**config.mk**
```make
export PLATFORM = sky130hd
export DESIGN_NAME = mca_mul_cell
export DESIGN_NICKNAME = d
export VERILOG_FILES = /design/src/sv/mca_pkg.sv /design/src/sv/mca_mul_cell.sv
export SDC_FILE = /design/constraint.sdc
export NUM_CORES = 1
export LEC_CHECK = 0
export BUFFER_PORTS_ARGS = -buffer_cell sky130_fd_sc_hd__buf_4
export CORE_ASPECT_RATIO = 1.75
export CORE_MARGIN = 2
export CORE_UTILIZATION = 25
export CTS_BUF_LIST = sky130_fd_sc_hd__clkbuf_4 sky130_fd_sc_hd__clkbuf_8 sky130_fd_sc_hd__clkbuf_16
export CTS_CLUSTER_SIZE = 8
export DETAILED_ROUTE_END_ITERATION = 12
export PLACE_DENSITY = 0.52
export SYNTH_ARGS = -nofsm -noshare
export SYNTH_HDL_FRONTEND = slang
export SYNTH_SLANG_ARGS = --single-unit
export TNS_END_PERCENT = 1
```
**constraint.sdc**
```tcl
create_clock -name clk -period 0.8 [get_ports clk]
set_input_delay 0.08 -clock clk [delete_from_list [all_inputs] [get_ports clk]]
set_output_delay 0.08 -clock clk [all_outputs]
set_load 0.005 [all_outputs]
```
**src/sv/mca_pkg.sv**
```systemverilog
`timescale 1ns / 1ps

package mca_pkg;

    localparam int COEFF_BITS_DEF = 32;

    typedef enum logic [1:0] {
        KIND_ADD = 2'd0,
        KIND_SUB = 2'd1,
        KIND_MUL = 2'd2
    } kind_t;

    typedef struct packed {
        logic  valid;
        kind_t kind;
    } ctrl_t;

endpackage

```
**src/sv/mca_mul_cell.sv**
```systemverilog
`timescale 1ns / 1ps

module mca_mul_cell #(
    parameter int W      = 32,
    parameter int BIT    = 31,
    parameter bit DOUBLE = 1'b1
) (
    input  logic            clk,
    input  logic            rst_n,
    input  logic            en,
    input  logic [W:0]      q,
    input  mca_pkg::ctrl_t  ctrl_in,
    input  logic [W-1:0]    a_in,
    input  logic [W-1:0]    b_in,
    input  logic [W-1:0]    r_in,
    output mca_pkg::ctrl_t  ctrl_out,
    output logic [W-1:0]    a_out,
    output logic [W-1:0]    b_out,
    output logic [W-1:0]    r_out
);
    import mca_pkg::*;

    ctrl_t        ctrl_reg;
    logic [W-1:0] a_reg;
    logic [W-1:0] b_reg;
    logic [W-1:0] r_reg;
    logic [W-1:0] r_next;
    logic [W:0]   x;
    logic [W:0]   x_sub;

    // double the partial result, or add a when this bit of b is set
    always_comb
    begin
        if (DOUBLE)
        begin
            x = {r_in, 1'b0};
        end
        else
        begin
            x = {1'b0, r_in} + (b_in[BIT] ? {1'b0, a_in} : '0);
        end
        x_sub  = x - q;
        r_next = (x >= q) ? x_sub[W-1:0] : x[W-1:0];
    end

    always_ff @(posedge clk or negedge rst_n)
    begin
        if (!rst_n)
        begin
            ctrl_reg <= '0;
        end
        else if (en)
        begin
            ctrl_reg <= ctrl_in;
        end
    end

    always_ff @(posedge clk)
    begin
        if (en)
        begin
            a_reg <= a_in;
            b_reg <= b_in;
            r_reg <= r_next;
        end
    end

    assign ctrl_out = ctrl_reg;
    assign a_out    = a_reg;
    assign b_out    = b_reg;
    assign r_out    = r_reg;

endmodule

```
==> metrics.txt, run 1 <==
clock latency on the worst-skew pair about 0.35 ns; Max Fanout on Critical Path 3; Non-Filler Instances approximately 1100; Hold/Removal Path Class in2reg; max layer used met4; clk root buf clkbuf_16; CTS tree yes; FP Rows 70; GPL Wtd Cong between 0.7 and 0.8; Post-DP HPWL 13700 um; final worst setup slack -1.41 ns; FMAX about 450 MHz; Avg WL per Cell ~16 um; vias in the first global route ~5500; XOR/XNOR share of the synthesized area 0.0417; die width 114 um; Buffers & Inverters on Critical Path 3; H-tree depth 3; antenna violations before repair 0; Setup Viol. Count Final 131; critical path type in2reg; n_diodes 0; Tmin final between 2 and 2.5 ns; met3 routed WL roughly 800 um; Crit. End Element register; Tightest Pin Transition between 0.3 and 0.4 ns; overall routing resource usage 0.154; Initial Util 0.253; total power around 16 mW; violated checks setup timing; syn_area_per_cell 11.6 um2; Worst path slowest cell o31a_1; nature of the critical path startpoint input port; CP Cell Sequence buf_4 > inv_2 > ha_4 > nor2b_2 > o31a_1 > o211ai_1 > buf_4 > a21oi_4 > o31a_1 > o31ai_4 > nand2_2 > xnor2_1 > mux2_4; slew margin rel. 0.770; Synth Area in Adders 0.0825; port bufs roughly 230; Multi-input gate area between 0.002 and 0.0025 mm2; DRT iter0 DRCs 210; storage element area a little under 0.003 mm2; Max Cap Viol 0; largest net degree at the start of global routing 27; global-route wire length before repair ~26000 um; Fin Clk Skew 0 ns; CTS max path bufs 2; fin crit share 2.76; Post-synth EDFFs 96; post-synth cell types between 50 and 60; delay-heaviest family, CP compound AO/OA/AOI/OAI gates; Residual DRC 0; PwrDens between 1500 and 2000 mW/mm2; Worst-path clk slew approximately 0.080 ns; CORE AREA between 0.02 and 0.025 mm2; Worst path max stage delay between 0.2 and 0.3 ns; RSZ-0062 raised after global routing true; Synth Area in Simple Gates 0.0961; peak supply drop around 0.95 mV; Post-Syn Area about 0.0052 mm2; Compound-Gate Fraction of Synth Area 0.159; total congestion overflow 0; Die H just under 200 um; Data required, critical path about 0.91 ns; syn_nets about 620; DR WL met2 10000 um; Nets approximately 1000; post-synthesis sequential area ratio 0.564; Primary FF master, synth edfxtp_1; register bit total from synthesis 99; First-pass DRT Iterations 4; TritonCTS Buffers 9; leakage power approximately 4.4 nW; Synth Warn # 0; Critical Path AT 2.32 ns; synthesized instance count around 450; length of routed wiring on met1 around 6000 um; ANT nets after route 0; final WL roughly 18000 um; Layout area overhead 87.1%; TritonCTS sink count between 90 and 100; DIE AREA between 0.02 and 0.025 mm2; dpl cells approximately 1000; # IOs 234; share of cells above drive strength 1 0.502; final slew viol count 0; FFs w/ async S/R, synth 0.0303; final hold violation count 0; combinational family with the most area after synthesis compound AO/OA/AOI/OAI gates; status complete, but fails checks; Fill cells about 1800; detailed-route via count 5147; via/cell ratio ~4.5; mux contribution to synthesized area 0.0165
==> sequential cells by signal, indices dropped and copies added, names as in the netlist <==
name,cells
b_out,32
a_out,32
r_out,32
ctrl_out,3
==> cell families after synthesis <==
group / Yosys count
xor+xnor: 25
buf+inv: 51
simple gates: 107
fa+ha+maj: 34
mux: 8
flops: 99
compound gates: 129
==> report_power, final <==
group          switching, mW  internal [mW]  total (mW)  leakage [nW]
clock                   2.06           2.17        4.22         0.139
combinational           2.13           2.99        5.12          3.28
sequential             0.208           6.32        6.52         0.974
total                   4.40           11.5        15.9          4.39
==> cell usage after synthesis, drive strengths merged, types with 2 or more instances <==
cell,count,area share
buf,6,0.0081
nand2,47,0.034
clkbuf,5,0.0043
nand4,4,0.0048
and3,3,0.0036
dfrtp,3,0.014
o21a,4,0.0057
nor4,2,0.0036
o21bai,4,0.0057
nor2b,7,0.0083
o31a,3,0.0050
a31oi,3,0.0036
mux2i,3,0.0057
inv,40,0.029
xnor2,17,0.028
nor2,17,0.012
nand2b,5,0.0060
a21o,15,0.021
xor2,8,0.013
ha,33,0.079
o21ai,42,0.041
nor3,7,0.0067
edfxtp,96,0.55
or3,2,0.0024
mux2,5,0.011
o31ai,5,0.012
and2,2,0.0024
a211oi,5,0.0072
nand3,7,0.0067
a21oi,36,0.036
o211ai,2,0.0029
==> what timing repair did <==
item / 4_1_cts / 5_1_grt
buffers inserted: 7 / 1
hold buffers: 68 / 0
pin swaps: 18 / 14
gates resized for setup: 65 / 66
endpoints found under the hold margin: 70 / 0
setup endpoints to repair: 131 / 131
==> final cells by class <==
class                   count  share of cell area
clock buffers               9              0.0229
clock inverters             7             0.00624
inverters                  40              0.0153
multi-input cells         303               0.252
flip-flops and latches     99               0.301
well taps                 252              0.0321
repair buffers            426               0.371
==> cell usage in the layout, fill, tap and decap left out, types with 6 or more instances in the layout <==
master	count
xnor2_1	17
buf_4	301
a21oi_1	28
nor2_1	16
nor3_1	6
xor2_1	8
edfxtp_1	96
a21oi_2	6
ha_4	13
inv_1	35
a21o_1	15
ha_1	19
nand2_1	41
clkbuf_16	9
o21ai_0	19
o21ai_2	6
dlygate4sd3_1	68
o21ai_1	16
buf_6	50
buf_12	6
==> metrics by stage <==
step / worst slack [ns] / utilization / cell area [um2] / setup TNS, ns / hold WS (ns)
final: -1.41 / 0.473 / 9820 / -53.76 / 0.00977
after global routing: -1.53 / 0.473 / 9820 / -60.44 / 0.0235
after CTS: -1.39 / 0.460 / 9540 / -57.88 / 0.00409
after detailed placement: -1.90 / 0.397 / 8240 / -60.37 / -0.128
after global placement: -1.90 / 0.397 / 8240 / -59.53 / -0.132
after floorplan: -1.53 / - / 5280 / -43.63 / -0.216
==> routing by layer <==
| layer | up-vias | GRT usage |
|---|---|---|
| li1 | 2514 | - |
| met1 | 2405 | 0.149 |
| met2 | 186 | 0.299 |
| met3 | 42 | 0.0201 |
| met4 | 0 | 0.0949 |
| met5 | - | 0 |
==> worst paths after layout <==
check	end	cells past startpoint	slack (ns)	startpoint
worst min register to register	ctrl_out[1]	1	0.54	ctrl_out[1]
min in group asynchronous	ctrl_out[0]	2	0.06	rst_n
worst max register to register	ctrl_out[2]	1	0.03	ctrl_out[2]
worst min-delay path	r_out[27]	3	0.01	r_in[26]
max in group asynchronous	ctrl_out[1]	2	0.65	rst_n
worst max-delay path	r_out[22]	13	-1.41	q[2]
No activity file was read; power rests on OpenSTA's default activity.
==> inputs of run 2 (changes only) <==
Settings changed: CTS_CLUSTER_DIAMETER set to 200, TNS_END_PERCENT 1 to 30.
==> run 2 against run 1 <==
Effect of this change: the run still ends with setup timing left; clock skew stayed put; worst setup slack improved by 0.060 ns; maximum frequency rose by 2.8%; routed wire length up 2.9%; largest cell class unchanged; highest routed layer unchanged.
==> metrics.txt, run 2 (synthesis gave the netlist of run 1 again) <==
leakage power ~4.6 nW; Initial Util 0.253; Hold/Removal Path Class in2reg; clock latency on the worst-skew pair about 0.35 ns; clk root buf clkbuf_16; violated checks setup timing; total congestion overflow 0; vias in the first global route around 5400; Worst path max stage delay 0.29 ns; overall routing resource usage 0.156; H-tree depth 3; most frequent cells in the layout 292 x buf_4, 96 x edfxtp_1, 70 x dlygate4sd3_1; ANT nets after route 0; share of cells above drive strength 1 0.574; final slew viol count 0; RSZ-0062 raised after global routing true; First-pass DRT Iterations 6; Max Fanout on Critical Path 4; antenna violations before repair 0; depth of the most critical reg-to-reg path 1; # IOs around 230; launching point of the worst reg2reg path ctrl_out[1]; FP Rows 70; fin crit share 2.68; via/cell ratio approximately 4.5; final worst setup slack -1.35 ns; most used cell, CP a21o_1; Worst-path clk slew roughly 0.080 ns; status complete, but fails checks; CP Cell Sequence buf_4 > inv_1 > ha_4 > a21o_1 > a21o_1 > a31oi_4 > a21oi_2 > o31a_1 > o31ai_4 > nand2_2 > xnor2_1 > mux2_4; Nets roughly 1100; Crit. End Element register; Die H ~200 um; die width approximately 110 um; nature of the critical path startpoint input port; CTS tree yes; Fin Clk Skew 0 ns; Tightest Pin Transition slightly below 0.4 ns; CORE AREA between 0.02 and 0.025 mm2; PwrDens approximately 1700 mW/mm2; Critical Path AT ~2.3 ns; R2R Setup Slk approximately 0.02 ns; GPL Wtd Cong approximately 0.81; n_diodes 0; setup_tns -53.50 ns; Max Cap Viol 0; Residual DRC 0; CTS max path bufs 2; largest net degree at the start of global routing 21; port bufs 233; critical path type in2reg; slew margin rel. 0.739; detailed-route via count 5155; Setup Viol. Count Final around 130; global-route wire length before repair roughly 27000 um; Avg WL per Cell between 15 and 20 um; Layout area overhead 99.3%; TritonCTS sink count 99; WHS Path Cells 3; TritonCTS Buffers 9; commonest non-fill, non-tap cell in the layout buf_4; Worst path slowest cell o31a_1; HP Start r_in[5]; Post-DP HPWL between 10000 and 15000 um; final WL between 15000 and 20000 um; FMAX 466 MHz; Data required, critical path about 0.91 ns; DIE AREA around 0.022 mm2; DRT iter0 DRCs about 230; Worst Hold Path EP r_out[6]; total power between 15 and 20 mW; peak supply drop 1.08 mV; final hold violation count 0; reg-to-reg endpoint ctrl_out[1]; Tmin final roughly 2.1 ns
## run 2: cell types whose count changed in the layout (fill, tap and decap cells not counted), sizes merged
cell / before / now
bufinv: 0 / 3
clkinv: 4 / 1
dlygate4sd3: 68 / 70
buf: 358 / 359
## run 2: layer usage
layer	global-route usage	vias to the layer above	wire length (um)
met5	0	-	0
met2	0.301	193	10100
met3	0.0275	34	1070
li1	-	2519	-
met4	0.0628	0	432
met1	0.161	2409	6680
## run 2: worst max path at each step
stage                  from   endpoint  slack, ns
detailed placement  r_in[9]  r_out[16]      -1.86
global placement       q[8]  r_out[22]      -1.78
CTS                    q[2]  r_out[22]      -1.35
finish                 q[8]  r_out[22]      -1.35
global route           q[2]   r_out[7]      -1.43
floorplan              q[2]  r_out[22]      -1.48
## run 2: report_power, final
| part | switching, mW | internal (mW) | leakage [nW] |
|---|---|---|---|
| clock | 2.04 | 3.09 | 0.167 |
| sequential | 0.202 | 6.32 | 0.974 |
| combinational | 2.47 | 3.38 | 3.42 |
| total | 4.71 | 12.8 | 4.56 |
## run 2: what timing repair did
item                                    4_1_cts  5_1_grt
gates resized for setup                     101      123
endpoints found under the setup margin      131      132
gates cloned                                  1        0
setup buffers                                17       13
hold endpoints to repair                     72        0
pin swaps                                    31       43
hold buffers                                 70        0
## run 2: critical path, delay by kind of cell
family | cells | cell delay [ns]
compound gates | 6 | 1.23
mux | 1 | 0.27
fa+ha+maj | 1 | 0.23
buf+inv | 2 | 0.19
xor+xnor | 1 | 0.14
simple gates | 1 | 0.11
## run 2: cell type report
type | count | area [um2]
repair buffers | 429 | 3750
clock buffers | 9 | 225
inverters | 40 | 183
well taps | 252 | 315
multi-input cells | 303 | 2900
fillers | 1846 | 10300
flip-flops and latches | 99 | 2960
clock inverters | 7 | 124
## run 2: through the flow
stage / setup WS, ns / cells / hold slack (ns) / util / area (um2)
after global routing: -1.43 / 1139 / 0.00638 / 0.504 / 10500
final: -1.35 / 1139 / 0.00152 / 0.504 / 10500
after CTS: -1.35 / 1130 / 0.00558 / 0.475 / 9850
after detailed placement: -1.86 / 1027 / -0.129 / 0.398 / 8260
after floorplan: -1.48 / 453 / -0.216 / - / 5470
after global placement: -1.78 / 1027 / -0.132 / 0.398 / 8260
