## src/sv/mca_pkg.sv

```systemverilog
`timescale 1ns / 1ps

package mca_pkg;

    localparam int COEFF_BITS_DEF = 32;

    typedef enum logic [1:0] {
        KIND_ADD = 2'd0,
        KIND_SUB = 2'd1,
        KIND_MUL = 2'd2
    } kind_t;

    typedef struct packed {
        logic  valid;
        kind_t kind;
    } ctrl_t;

endpackage

```

## src/sv/mca_red_cell.sv

```systemverilog
`timescale 1ns / 1ps

module mca_red_cell #(
    parameter int W   = 32,
    parameter int BIT = 31
) (
    input  logic            clk,
    input  logic            rst_n,
    input  logic            en,
    input  logic [W:0]      q,
    input  mca_pkg::ctrl_t  ctrl_in,
    input  logic [W-1:0]    a_raw_in,
    input  logic [W-1:0]    b_raw_in,
    input  logic [W-1:0]    ra_in,
    input  logic [W-1:0]    rb_in,
    output mca_pkg::ctrl_t  ctrl_out,
    output logic [W-1:0]    a_raw_out,
    output logic [W-1:0]    b_raw_out,
    output logic [W-1:0]    ra_out,
    output logic [W-1:0]    rb_out
);
    import mca_pkg::*;

    ctrl_t        ctrl_reg;
    logic [W-1:0] a_raw_reg;
    logic [W-1:0] b_raw_reg;
    logic [W-1:0] ra_reg;
    logic [W-1:0] rb_reg;
    logic [W-1:0] ra_next;
    logic [W-1:0] rb_next;
    logic [W:0]   xa;
    logic [W:0]   xb;
    logic [W:0]   xa_sub;
    logic [W:0]   xb_sub;

    // shift in one operand bit, subtract q once
    always_comb
    begin
        xa      = {ra_in, a_raw_in[BIT]};
        xb      = {rb_in, b_raw_in[BIT]};
        xa_sub  = xa - q;
        xb_sub  = xb - q;
        ra_next = (xa >= q) ? xa_sub[W-1:0] : xa[W-1:0];
        rb_next = (xb >= q) ? xb_sub[W-1:0] : xb[W-1:0];
    end

    always_ff @(posedge clk or negedge rst_n)
    begin
        if (!rst_n)
        begin
            ctrl_reg <= '0;
        end
        else if (en)
        begin
            ctrl_reg <= ctrl_in;
        end
    end

    always_ff @(posedge clk)
    begin
        if (en)
        begin
            a_raw_reg <= a_raw_in;
            b_raw_reg <= b_raw_in;
            ra_reg    <= ra_next;
            rb_reg    <= rb_next;
        end
    end

    assign ctrl_out  = ctrl_reg;
    assign a_raw_out = a_raw_reg;
    assign b_raw_out = b_raw_reg;
    assign ra_out    = ra_reg;
    assign rb_out    = rb_reg;

endmodule

```

## config.mk

```make
export PLATFORM = sky130hd
export DESIGN_NAME = mca_red_cell
export DESIGN_NICKNAME = d
export VERILOG_FILES = /design/src/sv/mca_pkg.sv /design/src/sv/mca_red_cell.sv
export SDC_FILE = /design/constraint.sdc
export NUM_CORES = 1
export LEC_CHECK = 0
export BUFFER_PORTS_ARGS = -buffer_cell sky130_fd_sc_hd__buf_2
export CAP_MARGIN = 10
export CORE_ASPECT_RATIO = 1.75
export CORE_UTILIZATION = 35
export DETAILED_ROUTE_END_ITERATION = 10
export GPL_TIMING_DRIVEN = 0
export PLACE_DENSITY_LB_ADDON = 0.3
export SLEW_MARGIN = 20
export SYNTH_ARGS = -nofsm -noshare
export SYNTH_HDL_FRONTEND = slang
export SYNTH_SLANG_ARGS = --single-unit
export TNS_END_PERCENT = 20
```

## constraint.sdc

```tcl
create_clock -name clk -period 0.8 [get_ports clk]
set_input_delay 0.04 -clock clk [delete_from_list [all_inputs] [get_ports clk]]
set_output_delay 0.04 -clock clk [all_outputs]
set_load 0.005 [all_outputs]
```

==> flow_summary.toml, run 1 <==
[outcome]
status = "complete, but fails checks"
violations = "negative hold slack, negative setup slack"

[yosys]
yosysTopAreaCellShare_pct = 43.8
syn-num-nets = 995
synth_largest_area_cell = "edfxtp_1"
async_flop_share_pct = 2.29
synth_area_um2 = 8780
ys_types = 76
ys_seq_area_share_pct = 44.6
synth.area.top_cells = "edfxtp_1 44%, mux2_4 9.7%, ha_1 9.4%"
synth_edf_count = 128
syn_avg_cell_area_um2 = 11.6
synthCells = 760
yosysWarningCount = 0
synth-main-ff-cell = "edfxtp_1"
ys_seq_elements = 131

[clock_tree]
cts_max_level = 4
cts.clk_slew.worst_paths_ps = 60
cts_tree = "built"
cts_buffers = 17
cts_hold_buffers = 126
cts_root_buffer = "clkbuf_16"
cts_buffer_depth = 2
cts_sinks = 131
clkLatencyLatePin_ps = 430

[finish]
syn2layout_area_growth_pct = 56.5
nets = 1485
multi_input_comb_area_um2 = 5090
drive_gt1_share_pct = 44.2
fillers = 2122
utilization_pct = 55.8
seq_area_um2 = 3920
finalNonFillerCells = 1575
antenna_cells = 0

[timing]
hold_slack_ps = -15.9
hold_viol = 4
post-route-min-period_ps = 2390
setup_viol = 195
tightest_slew_ps = 548
worst_slack_ps = -1590
max_freq_mhz = 418
final_max_slew_viol_count = 0
skew_ps = 0
period_share_pct = 299
rsz0062_at_grt = "true"
relSlewSlack_pct = 63.0

[setup_path]
cp.required_ps = 990
rr_worst_depth = 1
worstPathArrival_ps = 2580
cp_max_fo = 3
path_class = "primary input to flip-flop"
cp_slowest_cell = "fa_2"
reg2reg_slack_ps = 30
start_kind = "primary input"
r2r-start = "ctrl_out[2]"
crit_top_cell = "buf_6"
critPathMaxStageDelay_ps = 350
crit_chain = "buf_6 > clkinvlp_4 > buf_6 > fa_2 > a211oi_2 > o211ai_1 > a41oi_2 > o211ai_1 > buf_4 > buf_6 > a31oi_4 > o21ai_2 > xor2_1 > mux2_4"
worst_setup_path_end_kind = "flip-flop"
r2r-end = "ctrl_out[2]"

[drt]
first_pass_iters = 5
met2_length_um = 16400
wirelength_met1_um = 10700
routed-wl-met3_um = 1690
drt_iter0_drc = 471
routed_wl_um = 30200
drtAntennaViolNets = 0
post_drt_wl_per_cell_um = 19.2
highest-signal-layer = "met4"
drcViolationCount = 0
routed_via_density = 5.03
via_count = 7919

[global_routing]
grt_pass1_wl_um = 43400
grt_max_degree = 81
grt_pass1_vias = 8003
groute.usage.overall_pct = 23.0
grt-ovfl-total = 0
antenna_found_initial = 0

[floorplanning]
die_h_um = 212
die_x_um = 122
initial_core_util_pct = 35.6
dieArea_um2 = 25700
rows = 76
coreArea_um2 = 24600
io-pin-count = 298

[pwr]
leakage_uw = 0.00606
ir_drop_uv = 1550
p_per_area_nw_per_um2 = 1820
fin_total_pwr_uw = 25000

[hold_path]
hold_path_class = "primary input to flip-flop"
hold_end = "ra_out[23]"
worstHoldStart = "ra_in[22]"
hold_path_depth = 2

[placed_design]
dpl.cell_count = 1370
portBuffers = 297
dp_slack_ps = -2320
place_congestion = 0.877
dpl.hpwl_um = 22400

[run]
cap_violations = 0
-- synth_stat cells (all sizes together), types with 2 or more instances --
| cell type | n |
|---|---|
| a2111oi | 4 |
| a211o | 2 |
| a211oi | 9 |
| a21o | 33 |
| a21oi | 66 |
| a221o | 2 |
| a311oi | 3 |
| a31o | 2 |
| a31oi | 11 |
| a41oi | 2 |
| and2 | 4 |
| and3 | 12 |
| and4 | 2 |
| buf | 12 |
| clkbuf | 7 |
| dfrtp | 3 |
| edfxtp | 128 |
| fa | 2 |
| ha | 66 |
| inv | 46 |
| mux2 | 63 |
| mux2i | 2 |
| nand2 | 46 |
| nand2b | 7 |
| nand3 | 14 |
| nand3b | 3 |
| nand4 | 10 |
| nor2 | 37 |
| nor2b | 7 |
| nor3 | 11 |
| nor4 | 3 |
| o211ai | 6 |
| o21a | 6 |
| o21ai | 42 |
| o21bai | 10 |
| o22ai | 3 |
| o31a | 3 |
| o31ai | 3 |
| or3 | 2 |
| xnor2 | 32 |
| xor2 | 21 |
-- flip-flops by register name, summed over array words and instances (netlist names) --
signal	count
ra_out	32
a_raw_out	32
rb_out	32
b_raw_out	32
ctrl_out	3
-- per-stage QoR --
| stage | instance area (µm²) | TNS [ps] |
|---|---|---|
| final | 13700 | -120460 |
| after global routing | 13700 | -128910 |
| after CTS | 13200 | -120420 |
| after detailed placement | 10800 | -178740 |
| after global placement | 10700 | -381910 |
| after floorplan | 8860 | -103670 |
-- critical path: cells and delay by family --
kind                       cells  cell delay, ps
AOI/OAI and AO/OA              6            1110
muxes                          1             260
adders and majority gates      1             350
buffers and inverters          5             650
xor gates and xnor gates       1             150
-- final cells by class --
type                       count  area share [%]
tap                          312            2.84
clock inverter                14            1.21
sequential                   131            28.5
buffer                        17            1.43
timing repair buffer         473            24.4
clock buffer                  18            3.20
multi-input combinational    564            37.1
inverter                      46            1.33
-- report_power, final --
group / total (µW) / switching, µW / internal (µW)
clock network: 8140 / 3370 / 4770
registers: 8680 / 201 / 8480
logic: 8190 / 3840 / 4350
-- layer usage --
metal | global-route usage, % | up-vias
li1 | - | 3871
met1 | 22.8 | 3709
met2 | 43.6 | 285
met3 | 3.69 | 54
met4 | 13.9 | 0
met5 | 0 | -
-- cells by family (layout without fill, tap and decap cells) --
| group | count (synthesis) | after routing | synth area share (%) |
|---|---|---|---|
| fa+ha+maj | 68 | 68 | 9.86 |
| compound gates | 214 | 214 | 16.4 |
| xor+xnor | 53 | 53 | 5.29 |
| flops | 131 | 131 | 44.6 |
| buf+inv | 65 | 568 | 3.66 |
| simple gates | 164 | 164 | 9.35 |
| mux | 65 | 65 | 10.7 |
-- what timing repair did --
item                       CTS  global route
resized for setup           74            58
pin swaps                   26            26
buffers inserted            25            20
gates cloned                 2             2
setup endpoints to repair  213           198
hold endpoints to repair   183             4
-- worst max-delay path by stage --
stage | from | endpoint | slack (ps) | cells after the start
after global routing | q[1] | ra_out[28] | -1670 | 14
after floorplan | q[1] | ra_out[10] | -1660 | 11
after CTS | a_raw_in[31] | ra_out[26] | -1570 | 13
final | q[1] | ra_out[28] | -1590 | 14
after detailed placement | q[1] | ra_out[31] | -2320 | 11
after global placement | q[1] | ra_out[31] | -2320 | 11
-- cells in the final DEF, fill, tap and decap left out, drive strengths merged, types with 11 or more instances in the layout --
cell type    Yosys  final
nand3           14     14
a21o            33     33
a31oi           11     11
nand2           46     46
dlygate4sd3      0    126
ha              66     66
o21ai           42     42
mux2            63     63
xnor2           32     32
clkbuf           7     26
nor2            37     37
a21oi           66     66
buf             12    356
edfxtp         128    128
nor3            11     11
inv             46     51
and3            12     12
xor2            21     21
Power figures use the tool's default switching activity.
==> run 2: changes to the inputs <==
Settings changed: ABC_AREA set to 1.
==> run 2 against run 1 <==
Net effect:
- the flow still finishes with violations (negative hold slack, negative setup slack)
- cell count up 46%
- utilization increased by 0.41 points
- first-iteration DRC count up 15%
- die area grew 17%
- area after synthesis increased by 18%
- power grew 4.2%
- critical path type unchanged
- highest routed layer is now met5
==> flow_summary.toml, run 2 <==
[yosys]
synth-main-ff-cell = "edfxtp_1"
syn_avg_cell_area_um2 = 7.36
synth_common_cells = "541 x nand2_1, 251 x inv_1, 128 x edfxtp_1"
synth_edf_count = 128
yosysTopAreaCellShare_pct = 37.2
ys_seq_elements = 131
synth_area_um2 = 10300
yosysWarningCount = 0
synthCells = 1405
async_flop_share_pct = 2.29
syn-num-nets = 1640
ys_seq_area_share_pct = 37.9
synth.most_common_cell = "nand2_1"
synth_largest_area_cell = "edfxtp_1"
synth.area.top_cells = "edfxtp_1 37%, nand2_1 20%, inv_1 9.1%"
ys_types = 35

[drt]
drtAntennaViolNets = 0
routed_via_density = 4.70
post_drt_wl_per_cell_um = 16.3
via_count = 10800
first_pass_iters = 5
drcViolationCount = 0
drt_iter0_drc = 542
routed_wl_um = 37400

[pwr]
p_per_area_nw_per_um2 = 1610
leakage_uw = 0.00803
ir_drop_uv = 1590

[finish]
final_cell_mix = "453 x nand2_1, 287 x buf_2, 216 x inv_1"
layout_commonest_cell = "nand2_1"
drive_gt1_share_pct = 36.8
finalNonFillerCells = 2298
nets = 2142
antenna_cells = 0
syn2layout_area_growth_pct = 56.8
design_area_um2 = 16200

[global_routing]
grt_max_degree = 105
grt-ovfl-total = 0
grt_pass1_wl_um = 57100
antenna_found_initial = 1
grt_pass1_vias = 11000
groute.usage.overall_pct = 25.1

[hold_path]
hold_path_depth = 1
hold_path_class = "primary input to flip-flop"
worstHoldStart = "en"
hold_end = "ra_out[23]"

[placed_design]
dp_slack_ps = -1430
place_congestion = 0.899
dpl.hpwl_um = 28900
dpl.cell_count = 2081
placedInstanceArea_um2 = 12800
portBuffers = 297

[timing]
relSlewSlack_pct = 62.1
rsz0062_at_grt = "true"
post-route-min-period_ps = 1610
worst_slack_ps = -810
max_freq_mhz = 621
final_max_slew_viol_count = 0
period_share_pct = 201
hold_slack_ps = -65.3
setup_viol = 195
skew_ps = 0
hold_viol = 27
tightest_slew_ps = 568

[setup_path]
rr_worst_depth = 1
crit_chain = "buf_8 > clkinvlp_4 > ha_4 > nand2_4 > nor2_4 > nand2_2 > nor2_4 > nand3b_1 > nand2_2 > nor2_4 > nand2_8 > buf_12 > nand3_4 > nand2_4"
reg2reg_slack_ps = 20
start_kind = "primary input"
crit_top_cell = "nor2_4"
worst_setup_path_end_kind = "flip-flop"
cp_max_fo = 7
r2r-start = "ctrl_out[2]"
r2r-end = "ctrl_out[2]"
cp_slowest_cell = "ha_4"
critPathMaxStageDelay_ps = 330
path_class = "primary input to flip-flop"
cp.required_ps = 1000
worstPathArrival_ps = 1810

[floorplanning]
die_x_um = 132
initial_core_util_pct = 35.8
coreArea_um2 = 28800
die_h_um = 229
io-pin-count = 298
dieArea_um2 = 30200
rows = 82

[run]
cap_violations = 0

[clock_tree]
cts_tree = "built"
cts.clk_slew.worst_paths_ps = 60
cts_buffers = 17
clkLatencyLatePin_ps = 440
cts_root_buffer = "clkbuf_16"
cts_max_level = 4
cts_buffer_depth = 2
cts_sinks = 131

[outcome]
violations = "negative hold slack, negative setup slack"
status = "complete, but fails checks"
-- run 2: cell type report --
class                      instances  area [µm²]
fill                            2667       12600
multi-input combinational        993        6510
sequential                       131        3920
timing repair buffer             483        3420
inverter                         263        1050
tap                              378         473
clock buffer                      19         433
buffer                            18         229
clock inverter                    13         175
-- run 2: power by group --
| part | switching, µW | internal (µW) |
|---|---|---|
| combinational | 5080 | 4110 |
| sequential | 183 | 8490 |
| clock | 3240 | 4950 |
| total | 8510 | 17500 |
-- run 2: repair_timing --
action,in CTS,in global routing
gates resized for setup,194,71
hold buffers,128,1
buffers inserted,45,7
pin swaps,60,19
endpoints found under the hold margin,157,28
cloned,3,1
setup endpoints to repair,198,198
-- run 2: worst max path at each step --
stage,start,end
3_3_place_gp,en,ctrl_out[1]
3_5_place_dp,q[15],rb_out[14]
5_1_grt,q[1],rb_out[25]
2_1_floorplan,q[28],rb_out[25]
6_report,q[16],ra_out[25]
4_1_cts,q[16],ra_out[25]
-- run 2: through the flow --
stage          util, %  TNS (ps)  power, µW
6_report          56.2    -71790      26100
5_1_grt           56.2    -81030      27400
4_1_cts           54.9    -71970      25800
3_5_place_dp      44.3   -121570      15900
3_3_place_gp      44.2   -328400      15800
2_1_floorplan        -    -50090      13200
-- run 2: cells by family (layout without fill, tap and decap cells) --
family          Yosys count  count (layout)  share of synthesized area, %
xor+xnor                 28              28                          2.37
fa+ha+maj                68              68                          8.38
simple gates            846             846                          37.5
flops                   131             131                          37.9
mux                       3               3                         0.327
buf+inv                 281             796                          11.0
compound gates           48              48                          2.55
-- run 2: layer usage --
| metal | track usage, % | wire [µm] | vias to the layer above |
|---|---|---|---|
| li1 | - | - | 5442 |
| met1 | 25.2 | 13900 | 4869 |
| met2 | 46.0 | 19200 | 376 |
| met3 | 4.03 | 1670 | 106 |
| met4 | 18.9 | 2570 | 2 |
| met5 | 0 | 11 | - |
-- run 2: worst max-delay path, delay by kind of cell --
family | cells | cell delay [ps]
AND/OR/NAND/NOR | 10 | 980
buffers and inverters | 3 | 440
adder cells (fa/ha/maj) | 1 | 330
==> run 3: changes to the inputs <==
Settings changed: CORE_ASPECT_RATIO 1.75 to unset, CORE_UTILIZATION 35 to 48.
==> run 3 against run 2 <==
Net effect:
- the run still ends with negative hold slack, negative setup slack left
- final area up 1.5%
- utilization up 22 points
- cell count decreased by 3.7%
- global-route usage grew 8.3 points
- clock skew unchanged
- worst setup slack worse by 64 ps
- sequential share of layout area decreased by 0.35 points
- non-clock buffer count up 15
- largest power group unchanged
==> flow_summary.toml, run 3 (same netlist as run 2, synthesis figures left out) <==
[pwr]
p_switching_uw = 9350
power_frac_comb_pct = 36.8
seq_power_share_pct = 32.5
power_switching_share_pct = 34.7
p_per_area_nw_per_um2 = 1640
ir_drop_uv = 1120
clkPwrFrac_pct = 30.7
leakage_uw = 0.00822
p_int_uw = 17600

[drt]
post_drt_wl_per_cell_um = 18.6
routed_via_density = 5.26
first_pass_iters = 6
drtAntennaViolNets = 0
drt_iter0_drc = 961
drcViolationCount = 0
routed_wl_um = 41200
via_count = 11700

[setup_path]
cp_slowest_cell = "ha_2"
worst_setup_path_end_kind = "flip-flop"
cp.required_ps = 980
r2r-start = "ctrl_out[2]"
crit_chain = "buf_2 > inv_2 > ha_2 > nand2_4 > inv_1 > nand2_1 > nand2_1 > nand2_1 > nand2_1 > inv_2 > nand2_4 > nand2_8 > nand2_8 > buf_12 > nand3_2 > nand2_1"
critPathMaxStageDelay_ps = 330
critPathTopFamily = "simple AND/OR/NAND/NOR gates"
crit_path_start = "q[12]"
crit_top_cell = "nand2_1"
path_class = "primary input to flip-flop"
cp_max_fo = 7
cp_num_buf_inv = 5
start_kind = "primary input"
worstPathArrival_ps = 1860

[finish]
final_cell_mix = "435 x nand2_1, 283 x buf_2, 213 x inv_1"
design_area_um2 = 16400
multi_input_comb_area_um2 = 6670
layout_commonest_cell = "nand2_1"
seq_area_um2 = 3920
syn2layout_area_growth_pct = 59.1
nets = 2158
utilization_pct = 78.0
drive_gt1_share_pct = 39.4
fillers = 1430

[global_routing]
grt-ovfl-total = 0
grt_pass1_wl_um = 55700
groute.usage.overall_pct = 33.4
grt_pass1_vias = 10400
antenna_found_initial = 3
grt_max_degree = 81

[floorplanning]
dieArea_um2 = 22100
die_x_um = 149
die_h_um = 149
io-pin-count = 298
coreArea_um2 = 21100
initial_core_util_pct = 49.0
rows = 53

[timing]
worst_slack_ps = -874
final_max_slew_viol_count = 0
setup_viol = 196
hold_viol = 2
relSlewSlack_pct = 71.8
tightest_slew_ps = 423
skew_ps = 0
period_share_pct = 209
rsz0062_at_grt = "true"
hold_slack_ps = -8.55
post-route-min-period_ps = 1670
max_freq_mhz = 597

[clock_tree]
cts.clk_slew.worst_paths_ps = 70
cts_buffer_depth = 2
clkLatencyLatePin_ps = 430
cts_buffers = 17
cts_sinks = 131
cts_max_level = 4
cts_tree = "built"
cts_root_buffer = "clkbuf_16"

[placed_design]
placedInstanceArea_um2 = 12600
dpl.hpwl_um = 26800
place_congestion = 0.957
portBuffers = 297

[outcome]
violations = "negative hold slack, negative setup slack"
status = "complete, but fails checks"

[hold_path]
worstHoldStart = "ra_in[16]"
hold_path_class = "primary input to flip-flop"

[run]
cap_violations = 0
==> run 3: worst paths after layout <==
check / slack, ps / end / depth (start not counted)
worst max-delay path: -870 / rb_out[18] / 16
worst min-delay path: -9 / ra_out[17] / 3
worst max register to register: -10 / ctrl_out[2] / 1
worst min register to register: 560 / ctrl_out[0] / 1
max in group asynchronous: 100 / ctrl_out[0] / 3
min in group asynchronous: 520 / ctrl_out[2] / 3
==> run 3: per-layer routing <==
metal	vias up	track usage [%]	share of wire, %
li1	5472	-	-
met1	5300	41.0	38
met2	702	57.2	47
met3	181	3.88	7.8
met4	0	18.1	6.6
met5	-	0	0
==> run 3: what timing repair did <==
| action | in CTS | in global routing |
|---|---|---|
| hold buffers | 126 | 0 |
| resized for setup | 114 | 209 |
| setup endpoints to repair | 257 | 206 |
| cloned | 2 | 8 |
| pin swaps | 29 | 78 |
| buffers inserted | 38 | 27 |
| endpoints found under the hold margin | 124 | 0 |
==> run 3: power by group through the flow <==
stage	registers (µW)	clock network (µW)	logic, µW
2_1_floorplan	8940	0	4210
4_1_cts	8720	8220	8260
5_1_grt	8810	8510	10600
3_3_place_gp	8850	0	6840
6_report	8750	8280	9900
3_5_place_dp	8860	0	6990
==> run 3: area by class of cell <==
type | instances | area share, %
diodes | 3 | 0.0457
plain buffers | 18 | 1.50
clock buffers | 19 | 2.69
clock inverters | 13 | 0.921
inverters | 263 | 6.35
multi-input cells | 994 | 40.5
flip-flops and latches | 131 | 23.8
well taps | 275 | 2.09
repair buffers | 498 | 22.0
==> run 3: metrics by stage <==
stage	setup slack [ps]	power (µW)	std cells	hold slack, ps	setup TNS, ps
6_report	-874	26900	2214	-8.55	-76250
3_3_place_gp	-1960	15700	1977	-164	-317910
4_1_cts	-770	25200	2176	0.223	-70000
2_1_floorplan	-792	13200	1405	-256	-50090
3_5_place_dp	-1370	15800	1978	-160	-120340
5_1_grt	-956	27900	2214	12.0	-85140
